[config.mk]
export PLATFORM = sky130hd
export DESIGN_NAME = wsp_view
export DESIGN_NICKNAME = d
export VERILOG_FILES = /design/src/rtl/world_to_screen_projection_defines.svh /design/src/rtl/wsp_pkg.sv /design/src/rtl/wsp_view.sv
export SDC_FILE = /design/constraint.sdc
export NUM_CORES = 1
export LEC_CHECK = 0
export BUFFER_PORTS_ARGS = -buffer_cell sky130_fd_sc_hd__buf_4
export CELL_PAD_IN_SITES_DETAIL_PLACEMENT = 0
export CELL_PAD_IN_SITES_GLOBAL_PLACEMENT = 2
export CORE_MARGIN = 4
export CORE_UTILIZATION = 35
export DETAILED_ROUTE_END_ITERATION = 8
export GPL_ROUTABILITY_DRIVEN = 0
export PLACE_DENSITY = 0.9
export SYNTH_ARGS = -nofsm -noshare
export SYNTH_HDL_FRONTEND = slang
export SYNTH_SLANG_ARGS = --single-unit
[constraint.sdc]
create_clock -name clk_i -period 4.3 [get_ports clk_i]
set_input_delay 0.43 -clock clk_i [delete_from_list [all_inputs] [get_ports clk_i]]
set_output_delay 0.43 -clock clk_i [all_outputs]
set_load 0.02 [all_outputs]
[src/rtl/world_to_screen_projection_defines.svh]
// Assertion macros shared by the projection RTL.
`ifndef WORLD_TO_SCREEN_PROJECTION_DEFINES_SVH
`define WORLD_TO_SCREEN_PROJECTION_DEFINES_SVH

// Check a property on every clock edge outside reset.
`define WSP_ASSERT(lbl, clk, rst_n, prop) \
  lbl: assert property (@(posedge clk) disable iff (!rst_n) prop) \
    else $error("wsp assertion failed");

// Check an implication on every clock edge outside reset.
`define WSP_ASSERT_IMP(lbl, clk, rst_n, pre, post) \
  lbl: assert property (@(posedge clk) disable iff (!rst_n) (pre) |-> (post)) \
    else $error("wsp implication failed");

`endif

[src/rtl/wsp_pkg.sv]
// Shared types, constants and helpers of the world to screen projection.
package wsp_pkg;

  localparam int unsigned NumPairs     = 8;
  localparam int unsigned NumCoef      = 16;
  localparam int unsigned CfgIdxW      = 4;
  localparam int unsigned CfgDataW     = 64;
  localparam int unsigned CoordW       = 32;
  localparam int unsigned ProdW        = 64;
  localparam int unsigned FlrW         = 48;
  localparam int unsigned SumW         = 50;
  localparam int unsigned IntBits      = 24;
  localparam int unsigned QW           = 40;
  localparam int unsigned DivSteps     = QW;
  localparam int unsigned NdcW         = 42;
  localparam int unsigned HalfW        = 15;
  localparam int unsigned PxW          = 57;

  localparam int unsigned ScreenWidth  = 1920;
  localparam int unsigned ScreenHeight = 1080;

  localparam logic signed [HalfW-1:0] HalfX = HalfW'(ScreenWidth / 2);
  localparam logic signed [HalfW-1:0] HalfY = HalfW'(ScreenHeight / 2);
  localparam logic signed [PxW-1:0]   BaseX = PxW'(longint'(ScreenWidth / 2) * 65536);
  localparam logic signed [PxW-1:0]   BaseY = PxW'(longint'(ScreenHeight / 2) * 65536);

  // 0.1 in Q16.16
  localparam logic signed [SumW-1:0]  WMin  = SumW'(6554);

  localparam logic [CfgDataW-1:0] PairReset [NumPairs] = '{
    64'h0000_0000_0001_0000, 64'h0, 64'h0001_0000_0000_0000, 64'h0,
    64'h0, 64'h0000_0000_0001_0000, 64'h0, 64'h0001_0000_0000_0000
  };

  // One divider stage: both quotients share the divisor clip w.
  typedef struct packed {
    logic            vld;
    logic            vis;
    logic            neg_x;
    logic            neg_y;
    logic            clamp_x;
    logic            clamp_y;
    logic [SumW-1:0] d;
    logic [SumW-1:0] rx;
    logic [SumW-1:0] ry;
    logic [QW-1:0]   nx;
    logic [QW-1:0]   ny;
    logic [QW-1:0]   qx;
    logic [QW-1:0]   qy;
  } div_t;

  function automatic logic [SumW-1:0] abs_c(logic signed [SumW-1:0] v);
    return v[SumW-1] ? SumW'(-v) : v;
  endfunction

  // Shift in one numerator bit and try to subtract the divisor.
  function automatic logic [SumW+QW-1:0] rem_step(logic [SumW-1:0] r,
                                                  logic [QW-1:0] q,
                                                  logic nb,
                                                  logic [SumW-1:0] d);
    logic [SumW:0] t;
    logic [SumW:0] s;
    t = {r, nb};
    s = t - {1'b0, d};
    if (t >= {1'b0, d}) begin
      return {s[SumW-1:0], q[QW-2:0], 1'b1};
    end
    return {t[SumW-1:0], q[QW-2:0], 1'b0};
  endfunction

  function automatic div_t div_step(div_t s);
    div_t o;
    o = s;
    {o.rx, o.qx} = rem_step(s.rx, s.qx, s.nx[QW-1], s.d);
    {o.ry, o.qy} = rem_step(s.ry, s.qy, s.ny[QW-1], s.d);
    o.nx = {s.nx[QW-2:0], 1'b0};
    o.ny = {s.ny[QW-2:0], 1'b0};
    return o;
  endfunction

  function automatic logic signed [CoordW-1:0] sat32(logic signed [PxW-1:0] v);
    if (v > PxW'(64'sh7FFF_FFFF)) begin
      return 32'sh7FFF_FFFF;
    end
    if (v < -PxW'(64'sh8000_0000)) begin
      return 32'sh8000_0000;
    end
    return v[CoordW-1:0];
  endfunction

endpackage

[src/rtl/wsp_view.sv]
// Viewport mapping: scale by half screen size, offset, saturate.
module wsp_view import wsp_pkg::*; (
  input  logic                     clk_i,
  input  logic                     rst_ni,
  input  logic                     adv_i,
  input  div_t                     div_i,
  output logic                     vld_o,
  output logic                     visible_o,
  output logic signed [CoordW-1:0] screen_x_o,
  output logic signed [CoordW-1:0] screen_y_o
);

  localparam logic signed [NdcW-1:0] NdcClamp = NdcW'(64'sd1 <<< QW);

  logic signed [NdcW-1:0] ndc_x;
  logic signed [NdcW-1:0] ndc_y;
  logic signed [NdcW-1:0] mag_x;
  logic signed [NdcW-1:0] mag_y;
  logic signed [PxW-1:0]  px_q;
  logic signed [PxW-1:0]  py_q;
  logic                   va_q;
  logic                   vis_q;
  logic signed [PxW-1:0]  sx;
  logic signed [PxW-1:0]  sy;

  // Apply overflow clamp and sign
  always_comb begin
    mag_x = div_i.clamp_x ? NdcClamp : NdcW'(div_i.qx);
    mag_y = div_i.clamp_y ? NdcClamp : NdcW'(div_i.qy);
    ndc_x = div_i.neg_x ? -mag_x : mag_x;
    ndc_y = div_i.neg_y ? -mag_y : mag_y;
  end

  always_ff @(posedge clk_i or negedge rst_ni) begin
    if (!rst_ni) begin
      va_q  <= 1'b0;
      vld_o <= 1'b0;
    end else if (adv_i) begin
      va_q  <= div_i.vld;
      vld_o <= va_q;
    end
  end

  always_ff @(posedge clk_i) begin
    if (adv_i) begin
      vis_q <= div_i.vis;
      px_q  <= PxW'(HalfX) * PxW'(ndc_x);
      py_q  <= PxW'(HalfY) * PxW'(ndc_y);
    end
  end

  // Offset and saturate; drop coordinates of hidden points
  always_comb begin
    sx = BaseX + px_q;
    sy = BaseY - py_q;
  end

  always_ff @(posedge clk_i) begin
    if (adv_i) begin
      visible_o  <= vis_q;
      screen_x_o <= vis_q ? sat32(sx) : '0;
      screen_y_o <= vis_q ? sat32(sy) : '0;
    end
  end

endmodule

==> results of run 1 <==
## cells by family after synthesis
| kind of cell | after synthesis | share of synthesized area [%] |
|---|---|---|
| adders and majority gates | 379 | 26.1 |
| AOI/OAI and AO/OA | 566 | 17.9 |
| muxes | 8 | 0.418 |
| DFF | 160 | 22.6 |
| buffers and inverters | 458 | 8.38 |
| xor gates and xnor gates | 242 | 10.0 |
| and+or+nand+nor | 597 | 14.7 |
## layout make-up
class,count,area [sq um]
Clock buffer,17,425
Clock inverter,15,124
Fill cell,5136,26900
Inverter,398,1510
Multi-Input combinational cell,1792,18500
Sequential cell,160,4790
Tap cell,782,978
Timing Repair Buffer,877,6940
## power by group through the flow
| stage | sequential [mW] | combinational [mW] | clock (mW) |
|---|---|---|---|
| after floorplan | 3.27 | 8.48 | 0 |
| after global placement | 3.37 | 13.1 | 0 |
| after detailed placement | 3.39 | 13.3 | 0 |
| after CTS | 3.36 | 14.9 | 1.47 |
| after global routing | 3.46 | 18.6 | 1.55 |
| final | 3.38 | 17.0 | 1.43 |
## registers in the layout (all words and copies together) (netlist names)
register and count:
vld_o 1, py_q 51, screen_y_o 31, px_q 47, screen_x_o 27, va_q 1, visible_o 1, vis_q 1
## synth_stat cells (23+ instances only)
cell,n,area (sq um)
inv_1,395,1480
ha_1,265,3320
nor2_1,180,676
edfxtp_1,158,4740
a21oi_1,154,771
xnor2_1,142,1240
nand2_1,120,450
fa_1,109,2180
xor2_1,99,867
a21o_1,96,721
o21ai_0,90,450
clkbuf_1,39,146
nor3_1,37,185
nand3_1,36,180
nor2b_1,31,194
or3_1,27,169
and3_1,26,163
o31ai_1,26,195
o21bai_1,24,180
a31oi_1,23,144
## per-layer routing
metal / vias to the layer above / global-route usage [%] / share of wire, %
met5: - / 0 / 0.021
met4: 2 / 3.01 / 1.2
met3: 69 / 2.30 / 3.5
met2: 316 / 32.3 / 50
met1: 10200 / 24.6 / 45
li1: 10000 / - / -
## worst min path at each step
| stage | from | to | slack, ns | cells after the start |
|---|---|---|---|---|
| 2_1_floorplan | rst_ni | va_q$_DFFE_PN0P_ | 0.13 | 0 |
| 3_3_place_gp | rst_ni | va_q$_DFFE_PN0P_ | 0.21 | 1 |
| 3_5_place_dp | rst_ni | va_q$_DFFE_PN0P_ | 0.22 | 1 |
| 4_1_cts | div_i[314] | vis_q$_DFFE_PP_ | 0.14 | 1 |
| 5_1_grt | div_i[314] | vis_q$_DFFE_PP_ | 0.13 | 1 |
| 6_report | div_i[314] | vis_q$_DFFE_PP_ | 0.17 | 1 |
## per-stage QoR
stage	power [mW]	utilization, %
after floorplan	11.8	-
after global placement	16.4	48.5
after detailed placement	16.7	48.5
after CTS	19.7	51.9
after global routing	23.6	55.3
final	21.8	55.3
## critical path: stages
cell       delay (ns)
buf_6            0.09
or4_4            0.52
or3_4            0.35
or3_4            0.34
o31a_1           0.27
or2_4            0.27
o2111a_2         0.30
a211oi_4         0.19
buf_4            0.16
xor2_2           0.18
ha_4             0.15
a21o_1           0.12
ha_4             0.21
ha_4             0.27
inv_2            0.03
fa_1             0.48
inv_2            0.05
ha_4             0.21
a21o_1           0.16
a21o_1           0.16
a21o_1           0.19
nand2_1          0.07
nand2_1          0.06
a211oi_2         0.21
o21ai_1          0.12
a2111oi_2        0.31
nor3_1           0.08
## timing repair
| action | in CTS | in global routing |
|---|---|---|
| gates resized for setup | 220 | 313 |
| hold buffers | 1 | 0 |
| pin swaps | 209 | 284 |
| setup endpoints to repair | 73 | 76 |
| setup buffers | 56 | 69 |
| endpoints found under the hold margin | 2 | 0 |
==> impl_metrics.py, run 1 <==
metrics = {
    "run_status": {
        "result_of_the_run": "complete, but fails checks",
        "failed_checks": "setup timing",
    },
    "logic_synthesis": {
        "postSynth.asyncResetShare_pct": 1.25,
        "synth-seq-cells": 160,
        "post_synth_inst_count": 2410,
        "synthesis.area_sq_um": 21300,
        "synth.avg_cell_area_sq_um": 8.82,
        "synth_enable_flop_cells": 158,
        "postSynthNetCount": 3103,
        "synth-warning-count": 0,
        "yosysUniqueCellTypes": 97,
        "ys_seq_area_share_pct": 22.6,
        "dominantRegCellSynth": "edfxtp_1",
    },
    "finish": {
        "number_of_antenna_repair_diodes": 0,
        "most-common-layout-cells": "794 x buf_4, 326 x inv_1, 158 x edfxtp_1, 153 x nor2_1, 138 x ha_1",
        "area_delta_synth_final_pct": 56.7,
        "fraction_of_layout_instances_using_a_drive_strength_above_1_pct": 46.5,
        "number_of_standard_cells_in_the_final_layout_excluding_fillers": 4041,
        "most_frequent_standard_cell_in_the_layout_excluding_fill_and_tap_cells": "buf_4",
        "final_design_area_no_fill_sq_um": 33300,
        "nets": 3939,
    },
    "global_route": {
        "gr-usage-all-layers_pct": 18.3,
        "first_pass_grt_wire_length_mm": 98.9,
        "first_global_vias": 21100,
        "grt_max_degree": 103,
        "gr-total-overflow": 0,
        "antenna_violations_before_repair": 1,
    },
    "route": {
        "drt_pass1_iterations": 5,
        "drt_iter0_markers": 976,
        "via_count": 20600,
        "final_routed_drc_violation_total": 0,
        "via_per_instance_ratio": 5.09,
        "drt_total_wl_mm": 62.3,
        "final_antenna_net_count": 0,
        "wl_per_cell_um": 15.4,
    },
    "setup_path": {
        "regToRegSetupSlack_ns": 0.26,
        "timing.critical_path.arrival_ns": 5.98,
        "rr_worst_depth": 12,
        "r2r_end": "screen_y_o[19]$_SDFFCE_PN0P_",
        "worstSetupStartpoint": "div_i[20]",
        "reg2reg_from": "py_q[2]$_DFFE_PP_",
        "setup.worst_path.class": "in2reg",
        "required_worst_endpoint_ns": 4.49,
        "crit_path_start_kind": "input pin",
        "worstSetupEndpointType": "register",
        "critical_path.max_fanout": 4,
        "critPathCapture": "py_q[50]$_DFFE_PP_",
    },
    "placement": {
        "placed_cells_incl_taps": 3903,
        "io_buffers": 154,
        "hpwlAfterDp_mm": 48.4,
        "pre_cts_slack_ns": -2.22,
        "dpl_cell_area_sq_um": 29200,
    },
    "power_and_ir_drop": {
        "irDropWorstVdd_mv": 0.460,
        "switching_share_pct": 43.1,
        "ratio_of_total_power_to_cell_area_nw_per_um2": 655,
        "p_leak_nw": 15.2,
        "cell_internal_pwr_mw": 12.4,
        "power.clock.fraction_pct": 6.5,
        "power_dissipated_by_switching_net_loads_mw": 9.40,
        "comb_power_share_pct": 78.0,
        "power_frac_seq_pct": 15.5,
    },
    "clock_network": {
        "cts_max_path_buffers": 2,
        "htree_levels": 4,
        "cts.clk_slew.worst_paths_ns": 0.06,
        "cts_root_buf": "clkbuf_16",
        "cts_tree": "yes",
        "clock_insertion_delay_worst_skew_ns": 0.45,
        "clock-sinks": 160,
        "cts_bufs_inserted": 17,
    },
    "timing": {
        "finalHoldViolations": 0,
        "setup_violations": 72,
        "slew_headroom_pct": 37.5,
        "worst_slew_pin_slew_ns": 0.938,
        "fin_tns_setup_ns": -72.29,
        "fin_worst_hold_slack_ns": 0.167,
        "final.period_utilization_pct": 135,
        "timing.final.ws_setup_ns": -1.50,
        "period_minus_slack_ns": 5.80,
        "max_freq_mhz": 172,
        "worst_clock_skew_ns": 0.00917,
        "grt_setup_unrepaired": "yes",
        "finalMaxSlewViolations": 0,
    },
    "floorplanning": {
        "die_y_um": 254,
        "floorplan.initialDensity_pct": 35.3,
        "die-area_sq_um": 64700,
        "io_pins": 385,
        "die_width_um": 254,
        "core-area_sq_um": 60200,
        "rows": 90,
    },
    "worst_hold_path": {
        "timing.hold.worst.class": "in2reg",
    },
    "flow_run": {
        "maxCapViolations": 0,
    },
}
(Power assumes the default switching activity.)
==> run 2: changes to the inputs <==
- PLACE_DENSITY: 0.9 -> default
- PLACE_DENSITY_LB_ADDON: default -> 0.1
- SKIP_CTS_REPAIR_TIMING: default -> 1
==> impl_metrics.py, run 2 (synthesized netlist as in run 1, its figures left out) <==
metrics = {
    "run_status": {
        "result_of_the_run": "complete, but fails checks",
        "failed_checks": "setup timing",
    },
    "setup_path": {
        "required_worst_endpoint_ns": 4.49,
        "worstSetupEndpointType": "register",
        "crit_path_max_incr_delay_ns": 0.53,
        "worstSetupStartpoint": "div_i[20]",
        "cp.buffers_inverters": 4,
        "critical_path.max_fanout": 4,
        "crit_path_start_kind": "input pin",
        "critPathCapture": "py_q[50]$_DFFE_PP_",
        "slowest_stage": "or4_4",
        "timing.critical_path.depth": 26,
        "r2r_end": "screen_y_o[25]$_SDFFCE_PN0P_",
        "setup.worst_path.class": "in2reg",
        "rr_worst_depth": 13,
        "regToRegSetupSlack_ns": 0.38,
        "reg2reg_from": "py_q[2]$_DFFE_PP_",
        "crit_family": "compound AO/OA/AOI/OAI gates",
        "timing.critical_path.arrival_ns": 6.15,
    },
    "route": {
        "final_routed_drc_violation_total": 0,
        "final_antenna_net_count": 0,
        "drt_pass1_iterations": 5,
        "wl_per_cell_um": 15.2,
        "via_count": 20000,
        "drt_total_wl_mm": 60.9,
        "via_per_instance_ratio": 5.01,
        "drt_iter0_markers": 774,
    },
    "global_route": {
        "gr-total-overflow": 0,
        "grt_max_degree": 113,
        "antenna_violations_before_repair": 5,
        "first_pass_grt_wire_length_mm": 97.9,
        "first_global_vias": 20100,
        "gr-usage-all-layers_pct": 18.3,
    },
    "timing": {
        "grt_setup_unrepaired": "yes",
        "max_freq_mhz": 168,
        "finalHoldViolations": 0,
        "worst_clock_skew_ns": 0.0126,
        "final.period_utilization_pct": 138,
        "setup_violations": 72,
        "finalMaxSlewViolations": 0,
        "slew_headroom_pct": 46.9,
        "timing.final.ws_setup_ns": -1.65,
        "worst_slew_pin_slew_ns": 0.790,
        "period_minus_slack_ns": 5.95,
    },
    "power_and_ir_drop": {
        "irDropWorstVdd_mv": 0.345,
        "ratio_of_total_power_to_cell_area_nw_per_um2": 626,
        "p_leak_nw": 15.0,
    },
    "finish": {
        "nets": 3900,
        "final_design_area_no_fill_sq_um": 32100,
        "most_frequent_standard_cell_in_the_layout_excluding_fill_and_tap_cells": "buf_4",
        "regArea_sq_um": 4790,
        "area_delta_synth_final_pct": 51.1,
        "largest_registers": "py_q: 51 flops, px_q: 47 flops, screen_y_o: 31 flops",
        "fraction_of_layout_instances_using_a_drive_strength_above_1_pct": 42.2,
        "most-common-layout-cells": "782 x buf_4, 356 x inv_1, 181 x ha_1, 158 x edfxtp_1, 153 x nor2_1",
        "postLayoutCoreUtil_pct": 53.3,
        "number_of_standard_cells_in_the_final_layout_excluding_fillers": 4003,
        "largest_register_ffs": 51,
        "fill_cell_instance_count_of_the_final_layout": 5589,
        "multi_input_comb_area_sq_um": 17700,
        "top_register": "py_q",
    },
    "worst_hold_path": {
        "timing.hold.worst.class": "in2reg",
    },
    "clock_network": {
        "clock_insertion_delay_worst_skew_ns": 0.45,
        "cts_max_path_buffers": 2,
        "clock-sinks": 160,
        "htree_levels": 4,
        "cts_bufs_inserted": 17,
        "cts.clk_slew.worst_paths_ns": 0.07,
        "cts_tree": "yes",
        "cts_root_buf": "clkbuf_16",
    },
    "floorplanning": {
        "core-area_sq_um": 60200,
        "floorplan.initialDensity_pct": 35.3,
        "rows": 90,
        "die_width_um": 254,
        "die_y_um": 254,
        "die-area_sq_um": 64700,
        "io_pins": 385,
    },
    "placement": {
        "placed_cells_incl_taps": 3904,
        "hpwlAfterDp_mm": 50.9,
        "dpl_cell_area_sq_um": 29200,
        "io_buffers": 154,
    },
    "flow_run": {
        "maxCapViolations": 0,
    },
}
-- run 2: layout make-up --
| class | count | area share, % |
|---|---|---|
| antenna | 1 | 0.00779 |
| clock buffer | 17 | 1.32 |
| clock inverter | 15 | 0.592 |
| inverter | 398 | 4.70 |
| multi-input combinational | 1792 | 55.1 |
| sequential | 160 | 14.9 |
| tap | 782 | 3.05 |
| timing repair buffer | 838 | 20.3 |
-- run 2: worst min path at each step --
stage               start           endpoint  depth (start not counted)
2_1_floorplan      rst_ni   va_q$_DFFE_PN0P_                          0
3_3_place_gp       rst_ni  vld_o$_DFFE_PN0P_                          1
3_5_place_dp       rst_ni   va_q$_DFFE_PN0P_                          1
4_1_cts            rst_ni   va_q$_DFFE_PN0P_                          1
5_1_grt        div_i[314]    vis_q$_DFFE_PP_                          1
6_report       div_i[314]    vis_q$_DFFE_PP_                          1
-- run 2: through the flow --
step / total power, mW / setup slack [ns] / setup TNS (ns) / hold slack [ns]
3_5_place_dp: 16.8 / -2.35 / -120.05 / 0.218
2_1_floorplan: 11.8 / -1.93 / -84.76 / 0.134
4_1_cts: 18.4 / -1.90 / -84.10 / -0.269
3_3_place_gp: 16.6 / -2.22 / -116.89 / 0.212
6_report: 20.1 / -1.65 / -78.56 / 0.153
5_1_grt: 22.0 / -1.89 / -92.02 / 0.130
-- run 2: power by group --
group | leakage, nW | total, mW | switching (mW) | internal (mW)
combinational | 13.1 | 15.2 | 7.38 | 7.81
sequential | 1.60 | 3.37 | 0.606 | 2.77
clock | 0.299 | 1.56 | 0.726 | 0.838
-- run 2: worst register-to-register path, delay by kind of cell (launching register included) --
kind | cells | cell delay (ns)
buffers and inverters | 3 | 0.50
DFF | 1 | 0.43
and+or+nand+nor | 5 | 1.45
AOI/OAI and AO/OA | 4 | 1.03
adders and majority gates | 1 | 0.24
-- run 2: layer usage --
| metal | vias to the layer above | global-route usage, % | part of all wire, % |
|---|---|---|---|
| met5 | - | 0 | 0.067 |
| li1 | 9975 | - | - |
| met4 | 8 | 1.96 | 0.71 |
| met2 | 266 | 29.8 | 46 |
| met1 | 9757 | 26.2 | 48 |
| met3 | 32 | 3.71 | 4.8 |
==> run 3: changes to the inputs <==
- GPL_TIMING_DRIVEN: default -> 0
- PLACE_DENSITY: default -> 0.82
- PLACE_DENSITY_LB_ADDON: 0.1 -> default
==> impl_metrics.py, run 3 (synthesized netlist as in run 1, its figures left out) <==
metrics = {
    "placement": {
        "placed_cells_incl_taps": 3345,
        "io_buffers": 152,
        "hpwlAfterDp_mm": 46.6,
    },
    "global_route": {
        "antenna_violations_before_repair": 1,
        "gr-usage-all-layers_pct": 17.1,
        "gr-total-overflow": 0,
        "first_global_vias": 17800,
        "grt_max_degree": 99,
        "first_pass_grt_wire_length_mm": 90.7,
    },
    "clock_network": {
        "cts_bufs_inserted": 17,
        "clock_insertion_delay_worst_skew_ns": 0.44,
        "cts_max_path_buffers": 2,
        "cts_root_buf": "clkbuf_16",
        "cts_tree": "yes",
        "cts.clk_slew.worst_paths_ns": 0.07,
        "clock-sinks": 160,
        "htree_levels": 4,
    },
    "floorplanning": {
        "core-area_sq_um": 60200,
        "rows": 90,
        "die_width_um": 254,
        "floorplan.initialDensity_pct": 35.3,
        "die-area_sq_um": 64700,
        "io_pins": 385,
        "die_y_um": 254,
    },
    "timing": {
        "timing.final.ws_setup_ns": -1.89,
        "worst_slew_pin_slew_ns": 0.823,
        "finalHoldViolations": 0,
        "max_freq_mhz": 161,
        "grt_setup_unrepaired": "yes",
        "finalMaxSlewViolations": 0,
        "setup_violations": 74,
        "period_minus_slack_ns": 6.19,
        "fin_tns_setup_ns": -81.35,
        "final.period_utilization_pct": 144,
        "worst_clock_skew_ns": 0.0108,
        "slew_headroom_pct": 45.1,
        "fin_worst_hold_slack_ns": 0.170,
    },
    "power_and_ir_drop": {
        "ratio_of_total_power_to_cell_area_nw_per_um2": 639,
        "irDropWorstVdd_mv": 0.335,
        "p_leak_nw": 12.5,
    },
    "finish": {
        "number_of_standard_cells_in_the_final_layout_excluding_fillers": 3517,
        "postLayoutCoreUtil_pct": 47.7,
        "fill_cell_instance_count_of_the_final_layout": 5700,
        "largest_register_ffs": 51,
        "top_register": "py_q",
        "fraction_of_layout_instances_using_a_drive_strength_above_1_pct": 32.7,
        "most_frequent_standard_cell_in_the_layout_excluding_fill_and_tap_cells": "inv_1",
        "nets": 3414,
        "area_delta_synth_final_pct": 35.1,
        "largest_registers": "py_q: 51 flops, px_q: 47 flops, screen_y_o: 31 flops",
        "most-common-layout-cells": "354 x inv_1, 273 x buf_4, 166 x ha_1, 158 x edfxtp_1, 143 x nor2_1",
    },
    "route": {
        "final_routed_drc_violation_total": 0,
        "wl_per_cell_um": 16.4,
        "drt_total_wl_mm": 57.7,
        "via_per_instance_ratio": 5.29,
        "drt_pass1_iterations": 5,
        "via_count": 18600,
        "final_antenna_net_count": 0,
        "drt_iter0_markers": 888,
    },
    "setup_path": {
        "setup.worst_path.class": "in2reg",
        "critical_path.max_fanout": 4,
        "crit_path_start_kind": "input pin",
        "worstSetupEndpointType": "register",
        "timing.critical_path.arrival_ns": 6.38,
        "regToRegSetupSlack_ns": 0.16,
        "required_worst_endpoint_ns": 4.48,
    },
    "run_status": {
        "result_of_the_run": "complete, but fails checks",
        "failed_checks": "setup timing",
    },
    "flow_run": {
        "maxCapViolations": 0,
    },
    "worst_hold_path": {
        "timing.hold.worst.class": "in2reg",
    },
}
## run 3: cell count changes in the layout (fill, tap and decap cells not counted), sizes merged
cell      before  now
buf          837  328
clkinvlp       1    3
clkbuf        17   41
inv          403  406
clkinv         8    2
## run 3: path summary, 6_finish.rpt
kind                                         start                            to  cells after the start
max in group asynchronous                   rst_ni              va_q$_DFFE_PN0P_                      2
min in group asynchronous                   rst_ni             vld_o$_DFFE_PN0P_                      2
worst max-delay path                      div_i[8]            py_q[50]$_DFFE_PP_                     28
worst min register to register   vld_o$_DFFE_PN0P_             vld_o$_DFFE_PN0P_                      1
worst min-delay path                    div_i[314]               vis_q$_DFFE_PP_                      1
worst max register to register  py_q[12]$_DFFE_PP_  screen_y_o[30]$_SDFFCE_PN0P_                     13
## run 3: stage by stage
step | power, mW | instance area, sq um | worst slack [ns]
6_report | 18.4 | 28700 | -1.89
4_1_cts | 15.8 | 25600 | -2.47
3_5_place_dp | 14.3 | 25000 | -2.92
3_3_place_gp | 14.2 | 25000 | -2.86
5_1_grt | 20.0 | 28700 | -2.11
2_1_floorplan | 11.8 | 22800 | -1.93
## run 3: report_power, final
part	leakage, nW	switching [mW]	total [mW]	internal [mW]
registers	1.60	0.565	3.33	2.77
clock network	0.272	0.683	1.50	0.816
logic	10.6	7.04	13.5	6.48
## run 3: cell type report
type                            instances  area, sq um  area share [%]
Antenna cell                            1         2.50         0.00871
Buffer                                 55          488            1.70
Clock buffer                           18          429            1.49
Clock inverter                         14          143           0.497
Inverter                              398         1510            5.27
Multi-Input combinational cell       1792        18000            62.5
Sequential cell                       160         4790            16.7
Tap cell                              782          978            3.41
Timing Repair Buffer                  297         2410            8.41
## run 3: layer usage
layer | share of wire [%] | track usage (%) | vias up
met4 | 0.45 | 1.69 | 2
met2 | 46 | 27.7 | 345
met3 | 4.1 | 2.26 | 21
met1 | 49 | 25.2 | 9208
li1 | - | - | 9022
met5 | 0.014 | 0 | -
## run 3: critical path: stages
cell and delay [ns]:
buf_8 0.09, or4_4 0.56, nand4b_1 0.31, nor3_2 0.29, o21ai_2 0.12, or3_4 0.44, or2_4 0.28, o31ai_4 0.20
xor2_2 0.23, nor2_4 0.07, xor2_1 0.17, ha_2 0.19, a21o_1 0.18, ha_4 0.23, ha_4 0.26, inv_2 0.03
fa_1 0.52, inv_2 0.05, ha_4 0.24, a21o_1 0.17, a21o_1 0.18, a21o_1 0.18, nand2_1 0.07, nand2_1 0.06
a211oi_2 0.25, o21ai_1 0.11, a2111oi_2 0.37, nor3_1 0.09
